File: src/rtl/mbe_pkg.sv
// ----------------------------------------------------------------------------
// mbe_pkg
// Types, constants and helpers of the escape-time pixel pipeline.
// ----------------------------------------------------------------------------
`timescale 1ns / 1ps
`default_nettype none

package mbe_pkg;

   localparam int unsigned WORD_W   = 32;
   localparam int unsigned PROD_W   = 64;
   localparam int unsigned COORD_W  = 10;
   localparam int unsigned STEP_W   = 31;
   localparam int unsigned MAP_W    = COORD_W + STEP_W;
   localparam int unsigned COLOR_W  = 24;
   localparam int unsigned ITER_W   = 5;
   localparam int unsigned CNT_W    = 8;
   localparam int unsigned ADDR_W   = 4;
   localparam int unsigned DATA_W   = 32;

   localparam logic [COLOR_W-1:0] COLOR_BLACK = 24'h000000;
   localparam logic [COLOR_W-1:0] COLOR_BLUE  = 24'h0000FF;
   localparam logic [COLOR_W-1:0] COLOR_GREEN = 24'h00FF00;
   localparam logic [COLOR_W-1:0] COLOR_WHITE = 24'hFFFFFF;
   localparam logic [COLOR_W-1:0] COLOR_RED   = 24'hFF0000;

   localparam logic [CNT_W-1:0] BLACK_BELOW = 8'd5;
   localparam logic [CNT_W-1:0] BLUE_BELOW  = 8'd10;
   localparam logic [CNT_W-1:0] GREEN_BELOW = 8'd15;

   localparam logic [WORD_W-1:0] LEFT_EDGE_RESET = 32'hE000_0000;
   localparam logic [WORD_W-1:0] TOP_EDGE_RESET  = 32'h1000_0000;
   localparam logic [STEP_W-1:0] REAL_STEP_RESET = 31'd786432;
   localparam logic [STEP_W-1:0] IMAG_STEP_RESET = 31'd524288;

   typedef enum logic [1:0] {
      REG_LEFT_EDGE = 2'd0,
      REG_TOP_EDGE  = 2'd1,
      REG_REAL_STEP = 2'd2,
      REG_IMAG_STEP = 2'd3
   } reg_idx_type;

   typedef struct packed {
      logic signed [WORD_W-1:0] left_edge_real;
      logic signed [WORD_W-1:0] top_edge_imag;
      logic [STEP_W-1:0]        real_step;
      logic [STEP_W-1:0]        imag_step;
   } cfg_type;

   typedef struct packed {
      logic [COORD_W-1:0]       column;
      logic [COORD_W-1:0]       row;
      logic signed [WORD_W-1:0] c_re;
      logic signed [WORD_W-1:0] c_im;
      logic signed [WORD_W-1:0] z_re;
      logic signed [WORD_W-1:0] z_im;
      logic [CNT_W-1:0]         count;
      logic                     escaped;
   } pix_type;

   typedef struct packed {
      pix_type                  pix;
      logic signed [PROD_W-1:0] re_sq;
      logic signed [PROD_W-1:0] im_sq;
      logic signed [PROD_W-1:0] re_im;
   } prod_type;

   typedef struct packed {
      logic [COORD_W-1:0] out_column;
      logic [COORD_W-1:0] out_row;
      logic [COLOR_W-1:0] pixel_color;
      logic [ITER_W-1:0]  iterations;
   } rsp_type;

   function automatic logic signed [WORD_W-1:0] sat_word(input logic signed [PROD_W-1:0] v);
      logic signed [PROD_W-1:0] hi;
      logic signed [PROD_W-1:0] lo;
      hi = PROD_W'(32'sh7FFF_FFFF);
      lo = -PROD_W'(64'sh8000_0000);
      if (v > hi) begin
         return 32'sh7FFF_FFFF;
      end else if (v < lo) begin
         return 32'sh8000_0000;
      end
      return v[WORD_W-1:0];
   endfunction

endpackage

`default_nettype wire

File: src/rtl/mbe_map.sv
// ----------------------------------------------------------------------------
// mbe_map
// Two-stage mapping of a pixel position to the complex point c.
// ----------------------------------------------------------------------------
`timescale 1ns / 1ps
`default_nettype none

module mbe_map (
   input  wire logic                            clock,
   input  wire logic                            reset,
   input  wire logic                            en,
   input  wire mbe_pkg::cfg_type                cfg,
   input  wire logic                            in_valid,
   input  wire logic [mbe_pkg::COORD_W-1:0]     in_column,
   input  wire logic [mbe_pkg::COORD_W-1:0]     in_row,
   output logic                                 out_valid,
   output mbe_pkg::pix_type                     out_pix
);

   logic                           a_valid_ff;
   logic [mbe_pkg::COORD_W-1:0]    a_column_ff;
   logic [mbe_pkg::COORD_W-1:0]    a_row_ff;
   logic [mbe_pkg::MAP_W-1:0]      a_prod_re_ff;
   logic [mbe_pkg::MAP_W-1:0]      a_prod_im_ff;
   logic [mbe_pkg::MAP_W-1:0]      a_prod_re_in;
   logic [mbe_pkg::MAP_W-1:0]      a_prod_im_in;

   logic                           b_valid_ff;
   mbe_pkg::pix_type               b_pix_ff;
   mbe_pkg::pix_type               b_pix_in;

   logic signed [mbe_pkg::PROD_W-1:0] sum_re;
   logic signed [mbe_pkg::PROD_W-1:0] sum_im;

   // stage A: scale position by step
   always_comb begin
      a_prod_re_in = mbe_pkg::MAP_W'(in_column) * mbe_pkg::MAP_W'(cfg.real_step);
      a_prod_im_in = mbe_pkg::MAP_W'(in_row) * mbe_pkg::MAP_W'(cfg.imag_step);
   end

   always_ff @(posedge clock) begin
      if (reset) begin
         a_valid_ff <= 1'b0;
      end else if (en) begin
         a_valid_ff <= in_valid;
      end
   end

   always_ff @(posedge clock) begin
      if (en) begin
         a_column_ff  <= in_column;
         a_row_ff     <= in_row;
         a_prod_re_ff <= a_prod_re_in;
         a_prod_im_ff <= a_prod_im_in;
      end
   end

   // stage B: offset by window edge and saturate
   always_comb begin
      sum_re = mbe_pkg::PROD_W'(cfg.left_edge_real)
             + $signed(mbe_pkg::PROD_W'(a_prod_re_ff));
      sum_im = mbe_pkg::PROD_W'(cfg.top_edge_imag)
             - $signed(mbe_pkg::PROD_W'(a_prod_im_ff));
      b_pix_in.column  = a_column_ff;
      b_pix_in.row     = a_row_ff;
      b_pix_in.c_re    = mbe_pkg::sat_word(sum_re);
      b_pix_in.c_im    = mbe_pkg::sat_word(sum_im);
      b_pix_in.z_re    = b_pix_in.c_re;
      b_pix_in.z_im    = b_pix_in.c_im;
      b_pix_in.count   = '0;
      b_pix_in.escaped = 1'b0;
   end

   always_ff @(posedge clock) begin
      if (reset) begin
         b_valid_ff <= 1'b0;
      end else if (en) begin
         b_valid_ff <= a_valid_ff;
      end
   end

   always_ff @(posedge clock) begin
      if (en) begin
         b_pix_ff <= b_pix_in;
      end
   end

   assign out_valid = b_valid_ff;
   assign out_pix   = b_pix_ff;

endmodule

`default_nettype wire

File: config.mk
export PLATFORM = sky130hd
export DESIGN_NAME = mbe_map
export DESIGN_NICKNAME = d
export VERILOG_FILES = /design/src/rtl/mbe_pkg.sv /design/src/rtl/mbe_map.sv
export SDC_FILE = /design/constraint.sdc
export NUM_CORES = 2
export LEC_CHECK = 0
export CORE_MARGIN = 5
export CORE_UTILIZATION = 40
export CTS_CLUSTER_SIZE = 20
export DETAILED_ROUTE_END_ITERATION = 8
export DONT_BUFFER_PORTS = 1
export PLACE_DENSITY = 0.61
export SYNTH_ARGS = -nofsm -noshare
export SYNTH_HDL_FRONTEND = slang
export SYNTH_SLANG_ARGS = --single-unit
File: constraint.sdc
create_clock -name clock -period 16.75 [get_ports clock]
set_input_delay 2.5125 -clock clock [delete_from_list [all_inputs] [get_ports clock]]
set_output_delay 2.5125 -clock clock [all_outputs]
set_load 0.05 [all_outputs]
# Yosys cells after proc, flatten, opt, wreduce, memory -nomap -nowiden
# Cells that the tools add are included.
op_classes:
  mux: 10
  n_lt_le_gt_ge: 4
  n_addsub: 2
  mul: 2
op_table:
  columns: ["operator", "count"]
  rows:
  - ["32-bit 2-to-1 mux", 6]
  - ["43-bit by 32-bit > comparator with 1-bit output, second input constant", 2]
  - ["43-bit by 32-bit < comparator with 1-bit output, second input constant", 2]
  - ["10-bit by 31-bit multiplier with 41-bit output", 2]
  - ["32-bit by 42-bit adder with 43-bit output", 1]
  - ["32-bit by 42-bit subtractor with 43-bit output", 1]
  - ["1-bit 2-to-1 mux", 4]
totals:
  inputBits: 150
  reg_bits: 188
  output_inout_bits: 158
  wordCells: 28

# Longest topological paths before layout
logic_depth:
  depth_word: 5
  ltp_mapped: 24
  mapped_depth_nobuf: 23

# Least setup slack after synthesis
# OpenSTA, ideal clock, no wires.
synth_timing:
  path_type: "input-to-reg"
  startpoint: "in in_row[1] (netlist name)"
  endpoint: "reg a_prod_im_ff[40] (netlist name) (data pin)"
  slack_ns: 8.620
  t_required_ns: 16.490
  path_stages: 24
  arrival_time_ns: 7.870
  setup_ns: 0.260
  path_buffers: 1
  path_cell_list: "clkbuf_1 -> nand2_1 -> fa_1 -> inv_1 -> fa_1 -> inv_1 -> fa_1 -> inv_1 -> fa_1 -> inv_1 -> fa_1 -> inv_1 -> ha_1 -> o21a_1 -> o21ai_0 -> or3_1 -> a31o_2 -> a21oi_1 -> a41oi_1 -> o21ai_0 -> a21oi_1 -> o31a_1 -> o21bai_1 -> xnor2_1"
synth_between:
  elab_chain_len: 1
synth_lines:
  columns: ["item", "line_no", "source"]
  rows:
  - ["start: declaration", "mbe_map.sv:15", "input wire logic [mbe_pkg::COORD_W-1:0] in_row,"]
  - ["10-bit by 31-bit multiplier with 41-bit output", "mbe_map.sv:38", "a_prod_im_in = mbe_pkg::MAP_W'(in_row) * mbe_pkg::MAP_W'(cfg.imag_step);"]
  - ["named net a_prod_im_in (one bit)", "mbe_map.sv:26", "logic [mbe_pkg::MAP_W-1:0] a_prod_im_in;"]
  - ["end signal: assignment", "mbe_map.sv:54", "a_prod_im_ff <= a_prod_im_in;"]
  - ["end: declaration", "mbe_map.sv:24", "logic [mbe_pkg::MAP_W-1:0] a_prod_im_ff;"]
# The timed path passes the listed nets, and every way through them passes these cells.
# A chain may end at the register's enable or synchronous reset.

# Worst setup path after layout
layout_timing:
  startpoint: "in in_column[1] (netlist name)"
  endpoint: "reg a_prod_re_ff[37] (netlist name) (data pin)"
layout_between:
  elab_chain_len: 1
layout_lines:
  columns: ["item", "line_no", "source"]
  rows:
  - ["start: declaration", "mbe_map.sv:14", "input wire logic [mbe_pkg::COORD_W-1:0] in_column,"]
  - ["10-bit by 31-bit multiplier with 41-bit output", "mbe_map.sv:37", "a_prod_re_in = mbe_pkg::MAP_W'(in_column) * mbe_pkg::MAP_W'(cfg.real_step);"]
  - ["named net a_prod_re_in (one bit)", "mbe_map.sv:25", "logic [mbe_pkg::MAP_W-1:0] a_prod_re_in;"]
  - ["end signal: assignment", "mbe_map.sv:53", "a_prod_re_ff <= a_prod_re_in;"]
  - ["end: declaration", "mbe_map.sv:23", "logic [mbe_pkg::MAP_W-1:0] a_prod_re_ff;"]
# The timed path passes the listed nets, and every way through them passes these cells.

==> results_dict.tcl <==
set metrics [dict create \
    max_stage_delay_ns 0.53 \
    end_kind "flop" \
    seq_area_um2 5630 \
    ys_ff_latch 188 \
    slowest_stage "fa_1" \
    endpoint "a_prod_re_ff[37]" \
    dp_hpwl_um 58900 \
    cp-start-kind "input port" \
    drtPass1Iterations 5 \
    clkTransAtPathRegs_ns 0.09 \
    post-route-min-period_ns 7.88 \
    ys_async_sr_fraction_pct 0 \
    fillers 7350 \
    synthAdderAreaFrac_pct 40.1 \
    synthMuxAreaShare_pct 0.0658 \
    cts_tree "built" \
    status "finished, final reports clean" \
    rsz0062_at_grt "no" \
    grt_max_degree 189 \
    fin_skew_ns 0.0229 \
    power_density_nw_per_um2 215 \
    ir_worst_vdd_mv 0.152 \
    synth_area_leader_cell "fa_1" \
    crit_buf_inv 3 \
    die_width_um 286 \
    final_common_cell "inv_1" \
    antenna_found_initial 3 \
    ant_nets 0 \
    die_h_um 286 \
    ys.warnings.count 0 \
    ys_top_cells_by_area "fa_1 30%, edfxtp_1 18%, ha_1 9.7%, and2_1 6.8%, inv_1 6.2%" \
    grt_pass1_vias 21300 \
    cts_buffer_depth 2 \
    yosysSeqAreaShare_pct 18.5 \
    synth_xor_area_share_pct 4.32 \
    drc 0 \
    synth_compound_area_share_pct 11.1 \
    hp-class "flop to flop" \
    coreArea_um2 75700 \
    synthCells 3270 \
    synth_top_family_by_area "adder cells" \
    tightest_slew_ns 1.03 \
    syn_avg_cell_area_um2 9.30 \
    r2r_setup_slack_ns 12.43 \
    fin_crit_sh_pct 47.0 \
    cpLargestDelayFamily "adder cells" \
    critPathKind "input port to flop" \
    mostFrequentLayoutCells "499 x inv_1, 462 x fa_1, 379 x nand2_1, 333 x and2_1, 236 x ha_1" \
    cts_buffers 17 \
    root_buffer "clkbuf_16" \
    final_hold_viol_count 0 \
    worstPathCellList "nand2_1, fa_1, inv_1, fa_1, fa_1, fa_1, inv_1, fa_1, inv_1, ha_1, nand4_1, or2_2, a2111oi_0, nor2_1, a21oi_1, a21oi_1, o31ai_1, o21a_1, nor2_1, xnor2_1" \
    place.gp.congestion 0.874 \
    max-cap-violations 0 \
    max_freq_mhz 127 \
    start_util_pct 40.2 \
    worstPathRequired_ns 16.99 \
    cts_resized 0 \
    synth-simple-area-share_pct 15.9 \
    vias 21200 \
    dieArea_um2 81700 \
    dp_worst_setup_slack_ns 8.45 \
    grt-ovfl-total 0 \
    io_buffers 0 \
    arrival_ns 8.11 \
    multiInputGateArea_um2 21800 \
    critical_path_depth 20 \
    synth_top_area_share_pct 30.4 \
    synth_cell_types 69 \
    crit_start "in_column[1]" \
    num-nets-final 3923 \
    worst_slack_ns 8.87 \
    r2r-start "a_prod_im_ff[1]" \
    fin_setup_tns_ns 0 \
    ff2ff_path_depth 14 \
    clock_latency_ns 0.50 \
    cpMostUsedCell "fa_1" \
    grt_pass1_wl_um 120000 \
    crit_path_max_fanout 32 \
    rows 101 \
    drive_gt1_share_pct 1.98 \
    finalSetupViolations 0 \
    wl_per_cell_um 18.2 \
    timing.rr.end "out_pix[36]" \
    drt_iter0_markers 1560 \
    slew_headroom_pct 31.6 \
    ctsHoldBuffers 0 \
    p_total_mw 6.70 \
    routed_via_density 5.22 \
    numClockSinks 188 \
    cts_setup_buffers 0 \
    synth_edf_count 186 \
    area_growth_pct 2.49 \
    htree_levels 4 \
    grt.total_usage_pct 18.3 \
    leakage_nw 14.7 \
    synthesis.area_um2 30400 \
    pin_count 308 \
    synth-main-ff-cell "edfxtp_1" \
    slew_violations 0 \
    totalWireLength_um 74100 \
]
per-layer routing:
layer  vias to the layer above  GRT usage, %  wire (um)
met5                         -             0          0
met4                         0          4.03       1150
met3                        57          3.64       4440
met2                       550          27.6      32700
met1                     10600          27.3      35900
li1                       9998             -          -
stage by stage:
step	hold slack [ns]	area [um2]	utilization [%]	cells
global route	0.431	31200	41.2	4067
finish	0.409	31200	41.2	4067
detailed placement	0.405	30600	40.4	4034
floorplan	0.400	30400	-	3278
CTS	0.411	31200	41.2	4066
global placement	0.401	30600	40.4	4034
cell usage after synthesis, types with 26 or more instances:
cell	instances
a21o_1	80
a21oi_1	155
and2_1	333
buf_4	74
clkbuf_1	133
edfxtp_1	186
fa_1	462
ha_1	236
inv_1	499
nand2_1	379
nand3_1	27
nor2_1	109
nor3_1	26
o21a_1	28
o21ai_0	74
o21ai_1	64
o21bai_1	28
xnor2_1	98
xor2_1	52
logic make-up after synthesis:
group,after synthesis
buf+inv,725
compound gates,531
flops,188
mux,2
xor+xnor,150
simple gates,975
other cells,1
fa+ha+maj,698
cell type report:
class | instances | area share (%)
Multi-Input combinational cell | 2365 | 70.0
Antenna cell | 1 | 0.00803
Clock inverter | 15 | 0.594
Sequential cell | 188 | 18.0
Tap cell | 978 | 3.92
Clock buffer | 17 | 1.36
Inverter | 499 | 6.01
Timing Repair Buffer | 4 | 0.0963
registers in the layout, summed over array words and instances, names as in the netlist:
| register | cells |
|---|---|
| a_column_ff | 10 |
| a_prod_im_ff | 41 |
| a_prod_re_ff | 41 |
| a_row_ff | 10 |
| a_valid_ff | 1 |
| out_pix | 84 |
| out_valid | 1 |
how the worst min path moves through the flow:
stage,slack [ns],startpoint,to,cells past startpoint
CTS,0.41,a_column_ff[1],out_pix[148],0
global placement,0.40,a_column_ff[7],out_pix[154],0
global route,0.43,a_column_ff[2],out_pix[149],0
detailed placement,0.41,a_row_ff[8],out_pix[145],0
floorplan,0.40,a_row_ff[0],out_pix[137],0
finish,0.41,a_column_ff[1],out_pix[148],0
report_power, final:
part | switching, mW | internal, mW
Clock | 0.234 | 0.204
Combinational | 2.92 | 2.08
Sequential | 0.370 | 0.904
(Power assumes the default switching activity.)
