==> src/rtl/mbe_pkg.sv <==
// ----------------------------------------------------------------------------
// mbe_pkg
// Types, constants and helpers of the escape-time pixel pipeline.
// ----------------------------------------------------------------------------
`timescale 1ns / 1ps
`default_nettype none

package mbe_pkg;

   localparam int unsigned WORD_W   = 32;
   localparam int unsigned PROD_W   = 64;
   localparam int unsigned COORD_W  = 10;
   localparam int unsigned STEP_W   = 31;
   localparam int unsigned MAP_W    = COORD_W + STEP_W;
   localparam int unsigned COLOR_W  = 24;
   localparam int unsigned ITER_W   = 5;
   localparam int unsigned CNT_W    = 8;
   localparam int unsigned ADDR_W   = 4;
   localparam int unsigned DATA_W   = 32;

   localparam logic [COLOR_W-1:0] COLOR_BLACK = 24'h000000;
   localparam logic [COLOR_W-1:0] COLOR_BLUE  = 24'h0000FF;
   localparam logic [COLOR_W-1:0] COLOR_GREEN = 24'h00FF00;
   localparam logic [COLOR_W-1:0] COLOR_WHITE = 24'hFFFFFF;
   localparam logic [COLOR_W-1:0] COLOR_RED   = 24'hFF0000;

   localparam logic [CNT_W-1:0] BLACK_BELOW = 8'd5;
   localparam logic [CNT_W-1:0] BLUE_BELOW  = 8'd10;
   localparam logic [CNT_W-1:0] GREEN_BELOW = 8'd15;

   localparam logic [WORD_W-1:0] LEFT_EDGE_RESET = 32'hE000_0000;
   localparam logic [WORD_W-1:0] TOP_EDGE_RESET  = 32'h1000_0000;
   localparam logic [STEP_W-1:0] REAL_STEP_RESET = 31'd786432;
   localparam logic [STEP_W-1:0] IMAG_STEP_RESET = 31'd524288;

   typedef enum logic [1:0] {
      REG_LEFT_EDGE = 2'd0,
      REG_TOP_EDGE  = 2'd1,
      REG_REAL_STEP = 2'd2,
      REG_IMAG_STEP = 2'd3
   } reg_idx_type;

   typedef struct packed {
      logic signed [WORD_W-1:0] left_edge_real;
      logic signed [WORD_W-1:0] top_edge_imag;
      logic [STEP_W-1:0]        real_step;
      logic [STEP_W-1:0]        imag_step;
   } cfg_type;

   typedef struct packed {
      logic [COORD_W-1:0]       column;
      logic [COORD_W-1:0]       row;
      logic signed [WORD_W-1:0] c_re;
      logic signed [WORD_W-1:0] c_im;
      logic signed [WORD_W-1:0] z_re;
      logic signed [WORD_W-1:0] z_im;
      logic [CNT_W-1:0]         count;
      logic                     escaped;
   } pix_type;

   typedef struct packed {
      pix_type                  pix;
      logic signed [PROD_W-1:0] re_sq;
      logic signed [PROD_W-1:0] im_sq;
      logic signed [PROD_W-1:0] re_im;
   } prod_type;

   typedef struct packed {
      logic [COORD_W-1:0] out_column;
      logic [COORD_W-1:0] out_row;
      logic [COLOR_W-1:0] pixel_color;
      logic [ITER_W-1:0]  iterations;
   } rsp_type;

   function automatic logic signed [WORD_W-1:0] sat_word(input logic signed [PROD_W-1:0] v);
      logic signed [PROD_W-1:0] hi;
      logic signed [PROD_W-1:0] lo;
      hi = PROD_W'(32'sh7FFF_FFFF);
      lo = -PROD_W'(64'sh8000_0000);
      if (v > hi) begin
         return 32'sh7FFF_FFFF;
      end else if (v < lo) begin
         return 32'sh8000_0000;
      end
      return v[WORD_W-1:0];
   endfunction

endpackage

`default_nettype wire

==> src/rtl/mbe_out.sv <==
// ----------------------------------------------------------------------------
// mbe_out
// Coloring, output register and skid stage of the result channel.
// ----------------------------------------------------------------------------
`timescale 1ns / 1ps
`default_nettype none

module mbe_out #(
   parameter int unsigned MAX_ITER = 20
) (
   input  wire logic             clock,
   input  wire logic             reset,
   input  wire logic             in_valid,
   input  wire mbe_pkg::pix_type in_pix,
   output logic                  en,
   output logic                  rsp_valid,
   input  wire logic             rsp_stall,
   output mbe_pkg::rsp_type      rsp_data
);

   logic                 rsp_valid_ff;
   logic                 rsp_valid_in;
   mbe_pkg::rsp_type     rsp_data_ff;
   mbe_pkg::rsp_type     rsp_data_in;
   logic                 skid_valid_ff;
   logic                 skid_valid_in;
   mbe_pkg::rsp_type     skid_data_ff;
   mbe_pkg::rsp_type     skid_data_in;
   mbe_pkg::rsp_type     fresh;
   logic                 take;

   always_comb begin
      fresh.out_column = in_pix.column;
      fresh.out_row    = in_pix.row;
      fresh.iterations = in_pix.count[mbe_pkg::ITER_W-1:0];
      if (in_pix.count >= mbe_pkg::CNT_W'(MAX_ITER)) begin
         fresh.pixel_color = mbe_pkg::COLOR_RED;
      end else if (in_pix.count < mbe_pkg::BLACK_BELOW) begin
         fresh.pixel_color = mbe_pkg::COLOR_BLACK;
      end else if (in_pix.count < mbe_pkg::BLUE_BELOW) begin
         fresh.pixel_color = mbe_pkg::COLOR_BLUE;
      end else if (in_pix.count < mbe_pkg::GREEN_BELOW) begin
         fresh.pixel_color = mbe_pkg::COLOR_GREEN;
      end else begin
         fresh.pixel_color = mbe_pkg::COLOR_WHITE;
      end
   end

   always_comb begin
      take          = rsp_valid_ff && !rsp_stall;
      rsp_valid_in  = rsp_valid_ff;
      rsp_data_in   = rsp_data_ff;
      skid_valid_in = skid_valid_ff;
      skid_data_in  = skid_data_ff;
      if (skid_valid_ff) begin
         if (take) begin
            rsp_data_in   = skid_data_ff;
            skid_valid_in = 1'b0;
         end
      end else if (in_valid) begin
         if (!rsp_valid_ff || take) begin
            rsp_data_in  = fresh;
            rsp_valid_in = 1'b1;
         end else begin
            skid_data_in  = fresh;
            skid_valid_in = 1'b1;
         end
      end else if (take) begin
         rsp_valid_in = 1'b0;
      end
   end

   always_ff @(posedge clock) begin
      if (reset) begin
         rsp_valid_ff  <= 1'b0;
         skid_valid_ff <= 1'b0;
      end else begin
         rsp_valid_ff  <= rsp_valid_in;
         skid_valid_ff <= skid_valid_in;
      end
   end

   always_ff @(posedge clock) begin
      rsp_data_ff  <= rsp_data_in;
      skid_data_ff <= skid_data_in;
   end

   assign en        = !skid_valid_ff;
   assign rsp_valid = rsp_valid_ff;
   assign rsp_data  = rsp_data_ff;

endmodule

`default_nettype wire

==> config.mk <==
export PLATFORM = sky130hd
export DESIGN_NAME = mbe_out
export DESIGN_NICKNAME = d
export VERILOG_FILES = /design/src/rtl/mbe_pkg.sv /design/src/rtl/mbe_out.sv
export SDC_FILE = /design/constraint.sdc
export NUM_CORES = 1
export LEC_CHECK = 0
export ABC_AREA = 1
export BUFFER_PORTS_ARGS = -buffer_cell sky130_fd_sc_hd__buf_4
export CAP_MARGIN = 20
export CORE_MARGIN = 2
export CORE_UTILIZATION = 34
export DETAILED_ROUTE_END_ITERATION = 10
export PLACE_DENSITY = 0.84
export RECOVER_POWER = 50
export SLEW_MARGIN = 15
export SYNTH_ARGS = -nofsm -noshare
export SYNTH_HDL_FRONTEND = slang
export SYNTH_SLANG_ARGS = --single-unit
==> constraint.sdc <==
create_clock -name clock -period 2.49 [get_ports clock]
set_clock_uncertainty 0.2 [all_clocks]
set_input_delay 0.498 -clock clock [delete_from_list [all_inputs] [get_ports clock]]
set_output_delay 0.498 -clock clock [all_outputs]
set_load 0.02 [all_outputs]
; ---- Word-level counts from Yosys, hierarchy flattened
; Cells that the tools add are included.
[word_totals]
input_bits = 161
register_bits = 100
output_inout_bits = 51
[op_classes]
bitwise = 2
n_eq_ne = 2
n_reduce_logical = 11
n_lt_le_gt_ge = 4
n_mux = 15
[op_table]
columns = op, n
row1 = $mux 49, 4
row2 = $mux 24, 4
row3 = $lt 8x4->1 const B, 2
row4 = $reduce_and 3->1, 3
row5 = $ge 8x5->1 const B, 1
row6 = $lt 8x3->1 const B, 1
row7 = $mux 1, 7
row8 = $reduce_bool 2->1, 3
row9 = $ne 2x1->1 const B, 2
row10 = $logic_not 1->1, 3
row11 = $not 1->1, 2
row12 = $logic_and 1x1->1, 1
row13 = $logic_or 1x1->1, 1

; ---- Logic depth before layout (Yosys ltp)
; Gate-level depths: netlist of the first run.
[depth]
depth_word = 8
depth_mapped = 7
mapped_depth_nobuf = 7

; ---- Worst setup path before layout of the first run
; Ideal clock, no wire load.
[synth_path]
path_kind = register to register
startpoint = register rsp_valid_ff, in the netlist rsp_valid
endpoint = register rsp_data_ff (netlist bit rsp_data[0]) (enable)
setup_ns = 0.413
setup_slack_ns = -0.042
stages_incl_launch_ff = 5
t_arrival_ns = 1.919
cell_sequence = dfxtp_1 > inv_1 > o21ai_2 > inv_1 > nor2_1
[synth_between]
elab_chain_len = 4
word_cells_on_any_way = 6
cone_classes = eq/ne: 1 / reduce/logical: 5
[synth_rtl]
columns = item, line
row1 = from (decl), mbe_out.sv:21  ; logic rsp_valid_ff;
row2 = from (signal assigned), mbe_out.sv:78  ; rsp_valid_ff <= rsp_valid_in;
row3 = $logic_not 1->1 or $logic_and 1x1->1 (tied branches), "mbe_out.sv:61, mbe_out.sv:50"
row4 = $logic_or 1x1->1, mbe_out.sv:61  ; if (!rsp_valid_ff || take) begin
row5 = $reduce_bool 2->1 (no source line), -
row6 = $reduce_and 3->1 (no source line) *, -
row7 = to (signal assigned), mbe_out.sv:84  ; rsp_data_ff <= rsp_data_in;
row8 = to (decl), mbe_out.sv:23  ; mbe_pkg::rsp_type rsp_data_ff;
; Mark *: on every way between the ends. The rest lies on a longest branch, timed or not.
; A chain may end at the register's enable or synchronous reset.

; ---- Worst setup path after layout of the first run
[layout_path]
startpoint = register skid_valid_ff
endpoint = output en
[layout_between]
elab_chain_len = 1
[layout_rtl]
columns = item, line
row1 = from (decl), mbe_out.sv:25  ; logic skid_valid_ff;
row2 = from (signal assigned), mbe_out.sv:79  ; skid_valid_ff <= skid_valid_in;
row3 = $logic_not 1->1, mbe_out.sv:88  ; assign en = !skid_valid_ff;
row4 = to (decl), mbe_out.sv:15  ; output logic en,
; No other way between the ends.

==> impl_metrics.yaml, run 1 <==
run_status:
  status: "finished, final reports clean"
min_path:
  hold_class: "in2reg"
worst_setup_path:
  setup.worst_path.end_class: "output port"
  arrival_ns: 1.32
  path_max_fanout: 23
  cp-start-kind: "flip-flop"
  critPathKind: "reg2out"
  cp.required_ns: 1.79
die:
  dieArea_um2: 7708
  initial_core_util_pct: 35.14
  fp-row-count: 30
  fp.dieH_um: 87.80
  core_area_um2: 6794
  ioPinCount: 212
  dieWidth_um: 87.80
pwr:
  power.leakage_nw: 1.338
  p_per_area_nw_per_um2: 776.0
  irDropWorstVdd_v: 0.0003306
detailed_routing:
  detail-route-antenna-nets: 0
  wirelength_um: 5294
  drc_errors: 0
  viasPerCell: 4.350
  drtIter0Drc: 96
  wl_per_cell_um: 14.16
  vias: 1627
  firstDrtPassIters: 4
global_routing:
  grt_first_pass_wirelength_um: 7879
  grt.overflow.total: 0
  antenna_found_initial: 0
  grt.total_usage_pct: 14.04
  grt_max_degree: 32
  grt_pass1_vias: 1583
sta:
  worstMarginPinSlew_ns: 0.6403
  fmax_ghz: 0.4963
  hold_violations: 0
  period_needed_ns: 2.015
  rsz0062_at_grt: "no"
  finalCritPeriodShare_pct: 80.93
  maxSlewViolCount: 0
  setup_tns_ns: 0
  timing.final.ws_setup_ns: 0.4749
  setup_viol: 0
  slew_headroom_pct: 57.31
logic_synthesis:
  synthCells: 202
  synth_top_area_share_pct: 70.44
  synth.cell_area_um2: 2387
  yosys-top-cells-area: "edfxtp_1, nand2_1, buf_4"
  yosysWarnings: 0
  avgSynthCellArea_um2: 11.82
  yosysTopAreaCell: "edfxtp_1"
  yosysSeqAreaShare_pct: 72.12
  ys_types: 18
  ys_seq_elements: 58
  syn_nets: 363
final_layout:
  design_area_um2: 3148
  drive_gt1_share_pct: 32.37
  nets: 434
  antenna_cells: 0
  area_growth_pct: 31.87
clock_tree:
  cts_setup_buffers: 0
  clk_latency_ns: 0.32
  numCtsBuffers: 9
  postCtsHoldBufs: 0
  htree_levels: 3
  cts_sinks: 58
  clk_path_buf_depth: 2
  cts.clk_slew.worst_paths_ns: 0.06
  root_buffer: "clkbuf_8"
  cts_tree: "done"
  cts_resized: 0
placed_design:
  port_buffers: 82
  hpwl_um: 3800
  globalplace.congestion: 0.7039
  placed_cell_area_um2: 2988
  dp_slack_ns: 0.6382
flow_run:
  drv_cap: 0
[where the power goes]
group / leakage (nW) / internal, mW / switching (mW)
Combinational: 0.677 / 0.114 / 0.176
Sequential: 0.542 / 1.13 / 0.0190
Clock: 0.118 / 0.654 / 0.349
[sequential cells by signal (all words and copies together), names as in the netlist]
| signal | cells |
|---|---|
| skid_data_ff | 28 |
| rsp_valid | 1 |
| rsp_data | 28 |
| skid_valid_ff | 1 |
[per-layer routing]
metal  part of all wire [%]  GRT usage, %
met2                     54         24.59
met5                      0             0
met4                    1.0         4.755
met3                    7.1         5.655
met1                     38         15.47
[critical path: stages (launching register included)]
cell and delay (ns):
dfxtp_1 0.31, inv_1 0.16, buf_4 0.31, buf_4 0.20
[cells by family after synthesis]
group           Yosys count  synth area share, %
simple gates             94                15.25
flops                    58                72.12
buf+inv                  39                9.853
compound gates           11                2.778
[cells in the mapped netlist (all sizes together)]
cell and instances:
a21oi 3, o21bai 1, a31oi 1, nand3 1
clkbuf 2, dfxtp 2, buf 25, nand4 2
nand2 82, inv 12, edfxtp 56, o21ai 6
nor2 9
[final cells by class]
type	count	area (µm²)
clock buffers	9	123.9
inverters	12	45.04
well taps	96	120.1
fillers	627	3646
repair buffers	87	603.1
multi-input cells	105	426.7
clock inverters	7	107.6
flip-flops and latches	58	1722
[stage by stage]
| step | total power [mW] | utilization [%] | hold slack (ns) | instances |
|---|---|---|---|---|
| 5_1_grt | 2.535 | 46.34 | 0.1171 | 374 |
| 3_3_place_gp | 1.467 | 43.98 | 0.3021 | 358 |
| 3_5_place_dp | 1.479 | 43.98 | 0.3082 | 358 |
| 4_1_cts | 2.485 | 47.38 | 0.1138 | 374 |
| 6_report | 2.443 | 46.34 | 0.1289 | 374 |
| 2_1_floorplan | 1.339 | - | 0.2905 | 202 |
[worst paths after layout]
check,depth (start not counted),from,to,slack (ns)
hold / removal,2,reset,skid_valid_ff,0.13
hold reg to reg,2,skid_data_ff[42],rsp_data[42],0.32
setup reg to reg,6,skid_valid_ff,rsp_data[30],0.56
setup / recovery,3,skid_valid_ff,en,0.47
[layout by cell type (no fill, tap or decap), drive strengths merged]
master / n
nand4: 2
nand3: 1
o21ai: 6
bufinv: 3
clkbuf: 36
buf: 60
inv: 12
a21oi: 3
nor2: 9
o21bai: 1
a31oi: 1
edfxtp: 56
clkinv: 4
nand2: 82
dfxtp: 2
Note: power is estimated with default switching activity, not from simulation.
==> run 2, diff against run 1 <==
--- a/config.mk
+++ b/config.mk
@@ -5,7 +5,7 @@
 export SDC_FILE = /design/constraint.sdc
 export NUM_CORES = 1
 export LEC_CHECK = 0
-export ABC_AREA = 1
+export ABC_AREA = 0
 export BUFFER_PORTS_ARGS = -buffer_cell sky130_fd_sc_hd__buf_4
 export CAP_MARGIN = 20
 export CORE_MARGIN = 2
==> constraint.sdc (replaced) <==
create_clock -name clock -period 1.8 [get_ports clock]
set_clock_uncertainty 0.2 [all_clocks]
set_input_delay 0.36 -clock clock [delete_from_list [all_inputs] [get_ports clock]]
set_output_delay 0.36 -clock clock [all_outputs]
set_load 0.02 [all_outputs]
==> impl_metrics.yaml, run 2 <==
worst_setup_path:
  timing.critical_path.buf_inv: 1
  path_max_fanout: 8
  arrival_ns: 1.07
  critical_path.cell_chain: "buf_4"
  critPathKind: "reg2out"
  crit_slowest_cell: "edfxtp_1"
  cp-startpoint: "rsp_data[12]"
  setup.worst_path.end_class: "output port"
  max_stage_delay_ns: 0.52
  r2r_start: "skid_valid_ff"
  critical-path-top-delay-family: "flip-flops"
  cp.required_ns: 1.24
  cp-start-kind: "flip-flop"
clock_tree:
  numCtsBuffers: 9
  cts_setup_buffers: 0
  cts_resized: 0
  cts.clk_slew.worst_paths_ns: 0.06
  clk_path_buf_depth: 2
  clk_latency_ns: 0.33
  cts_sinks: 58
  root_buffer: "clkbuf_8"
  cts_tree: "done"
  htree_levels: 3
final_layout:
  fill_cells: 610
  drive_gt1_share_pct: 41.10
  area_growth_pct: 38.40
  nets: 392
  final_common_cell: "edfxtp_1"
  final_cell_mix: "edfxtp_1, clkbuf_1, buf_4"
  antenna_cells: 0
sta:
  slew_headroom_pct: 77.65
  rsz0062_at_grt: "no"
  setup_tns_ns: 0
  hold_violations: 0
  worstMarginPinSlew_ns: 0.3366
  fmax_ghz: 0.6134
  maxSlewViolCount: 0
  setup_viol: 0
  finalCritPeriodShare_pct: 90.57
  period_needed_ns: 1.630
logic_synthesis:
  synthFlopType: "edfxtp_1"
  async_flop_share_pct: 0
  ys_seq_elements: 58
  synth_top_area_share_pct: 71.38
  synth.cell_area_um2: 2356
  synth_edf_count: 56
  ys_top_cells_by_count: "edfxtp_1, mux2_2, buf_4, nand2_1, o21ai_0"
  ys_types: 18
  yosysWarnings: 0
  synth.most_common_cell: "edfxtp_1"
  yosysTopAreaCell: "edfxtp_1"
  yosysSeqAreaShare_pct: 73.07
  yosys-top-cells-area: "edfxtp_1, mux2_2, buf_4"
  syn_nets: 298
  synthCells: 137
  avgSynthCellArea_um2: 17.20
detailed_routing:
  firstDrtPassIters: 4
  drc_errors: 0
  drtIter0Drc: 42
  vias: 1427
  viasPerCell: 4.516
  detail-route-antenna-nets: 0
  wirelength_um: 4790
  wl_per_cell_um: 15.16
global_routing:
  grt_first_pass_wirelength_um: 7127
  grt.total_usage_pct: 12.89
  grt.overflow.total: 0
  antenna_found_initial: 0
  grt_pass1_vias: 1414
  grt_max_degree: 24
placed_design:
  globalplace.congestion: 0.6559
  hpwl_um: 3292
  port_buffers: 82
die:
  dieWidth_um: 87.25
  fp.dieH_um: 87.25
  dieArea_um2: 7612
  initial_core_util_pct: 34.87
  ioPinCount: 212
  core_area_um2: 6756
  fp-row-count: 30
min_path:
  hold_class: "in2reg"
  hp-start: "in_pix[154]"
pwr:
  p_per_area_nw_per_um2: 1028
  power_mw: 3.352
  power.leakage_nw: 1.179
  irDropWorstVdd_v: 0.0005695
flow_run:
  drv_cap: 0
run_status:
  status: "finished, final reports clean"
run 2: cell count changes in the layout (fill, tap and decap cells not counted), sizes merged, moves of 2 or more:
cell	change
nand2	-75
clkbuf	+30
buf	-28
mux2	+27
dlygate4sd3	+20
inv	-11
nor2	-6
clkinv	-2
nand4	-2
nor3	+2
run 2: cells by family (layout without fill, tap and decap cells):
| kind of cell | Yosys count | in the layout | share of synthesized area, % |
|---|---|---|---|
| AND/OR/NAND/NOR | 15 | 15 | 3.452 |
| buffers and inverters | 25 | 124 | 7.488 |
| multiplexers | 27 | 27 | 12.90 |
| AO/OA/AOI/OAI | 12 | 12 | 3.080 |
| flip-flops | 58 | 58 | 73.07 |
run 2: final timing paths:
path	to	slack (ns)	cells past startpoint
setup / recovery	rsp_data[11]	0.17	1
hold / removal	skid_data_ff[46]	0.05	1
setup reg to reg	skid_data_ff[45]	0.19	4
hold reg to reg	rsp_data[2]	0.34	1
run 2: metrics by stage:
stage | hold slack, ns | cells | util (%) | cell area [µm²] | setup WS, ns
after floorplan | 0.2291 | 137 | - | 2377 | 0.03174
after global placement | 0.3133 | 280 | 44.11 | 2980 | 0.09985
after detailed placement | 0.3332 | 280 | 44.11 | 2980 | 0.09813
after CTS | 0.0001214 | 313 | 49.87 | 3369 | 0.1285
after global routing | 0.05226 | 316 | 48.26 | 3261 | 0.09668
final | 0.05498 | 316 | 48.26 | 3261 | 0.1698
run 2: cell type report:
class / instances / area, µm² / area share [%]
Multi-Input combinational cell: 54 / 469.2 / 14.39
Sequential cell: 58 / 1722 / 52.80
Timing Repair Buffer: 107 / 747.0 / 22.91
Inverter: 1 / 3.754 / 0.1151
Clock buffer: 11 / 141.4 / 4.336
Clock inverter: 5 / 77.57 / 2.379
Tap cell: 80 / 100.1 / 3.070
run 2: report_power, final:
part	leakage (nW)	total [mW]	switching [mW]	internal, mW
sequential	0.539	1.60	0.0297	1.57
combinational	0.531	0.449	0.253	0.196
clock	0.109	1.30	0.492	0.812
total	1.18	3.35	0.774	2.58
run 2: what timing repair did:
item,in CTS,in global routing
hold endpoints to repair,18,3
endpoints found under the setup margin,0,0
hold buffers,17,3
run 2: routing by layer:
metal / wire length (µm) / global-route usage (%)
met3: 282 / 6.445
met1: 1994 / 14.92
met5: 0 / 0
met2: 2512 / 21.28
met4: 0 / 3.357
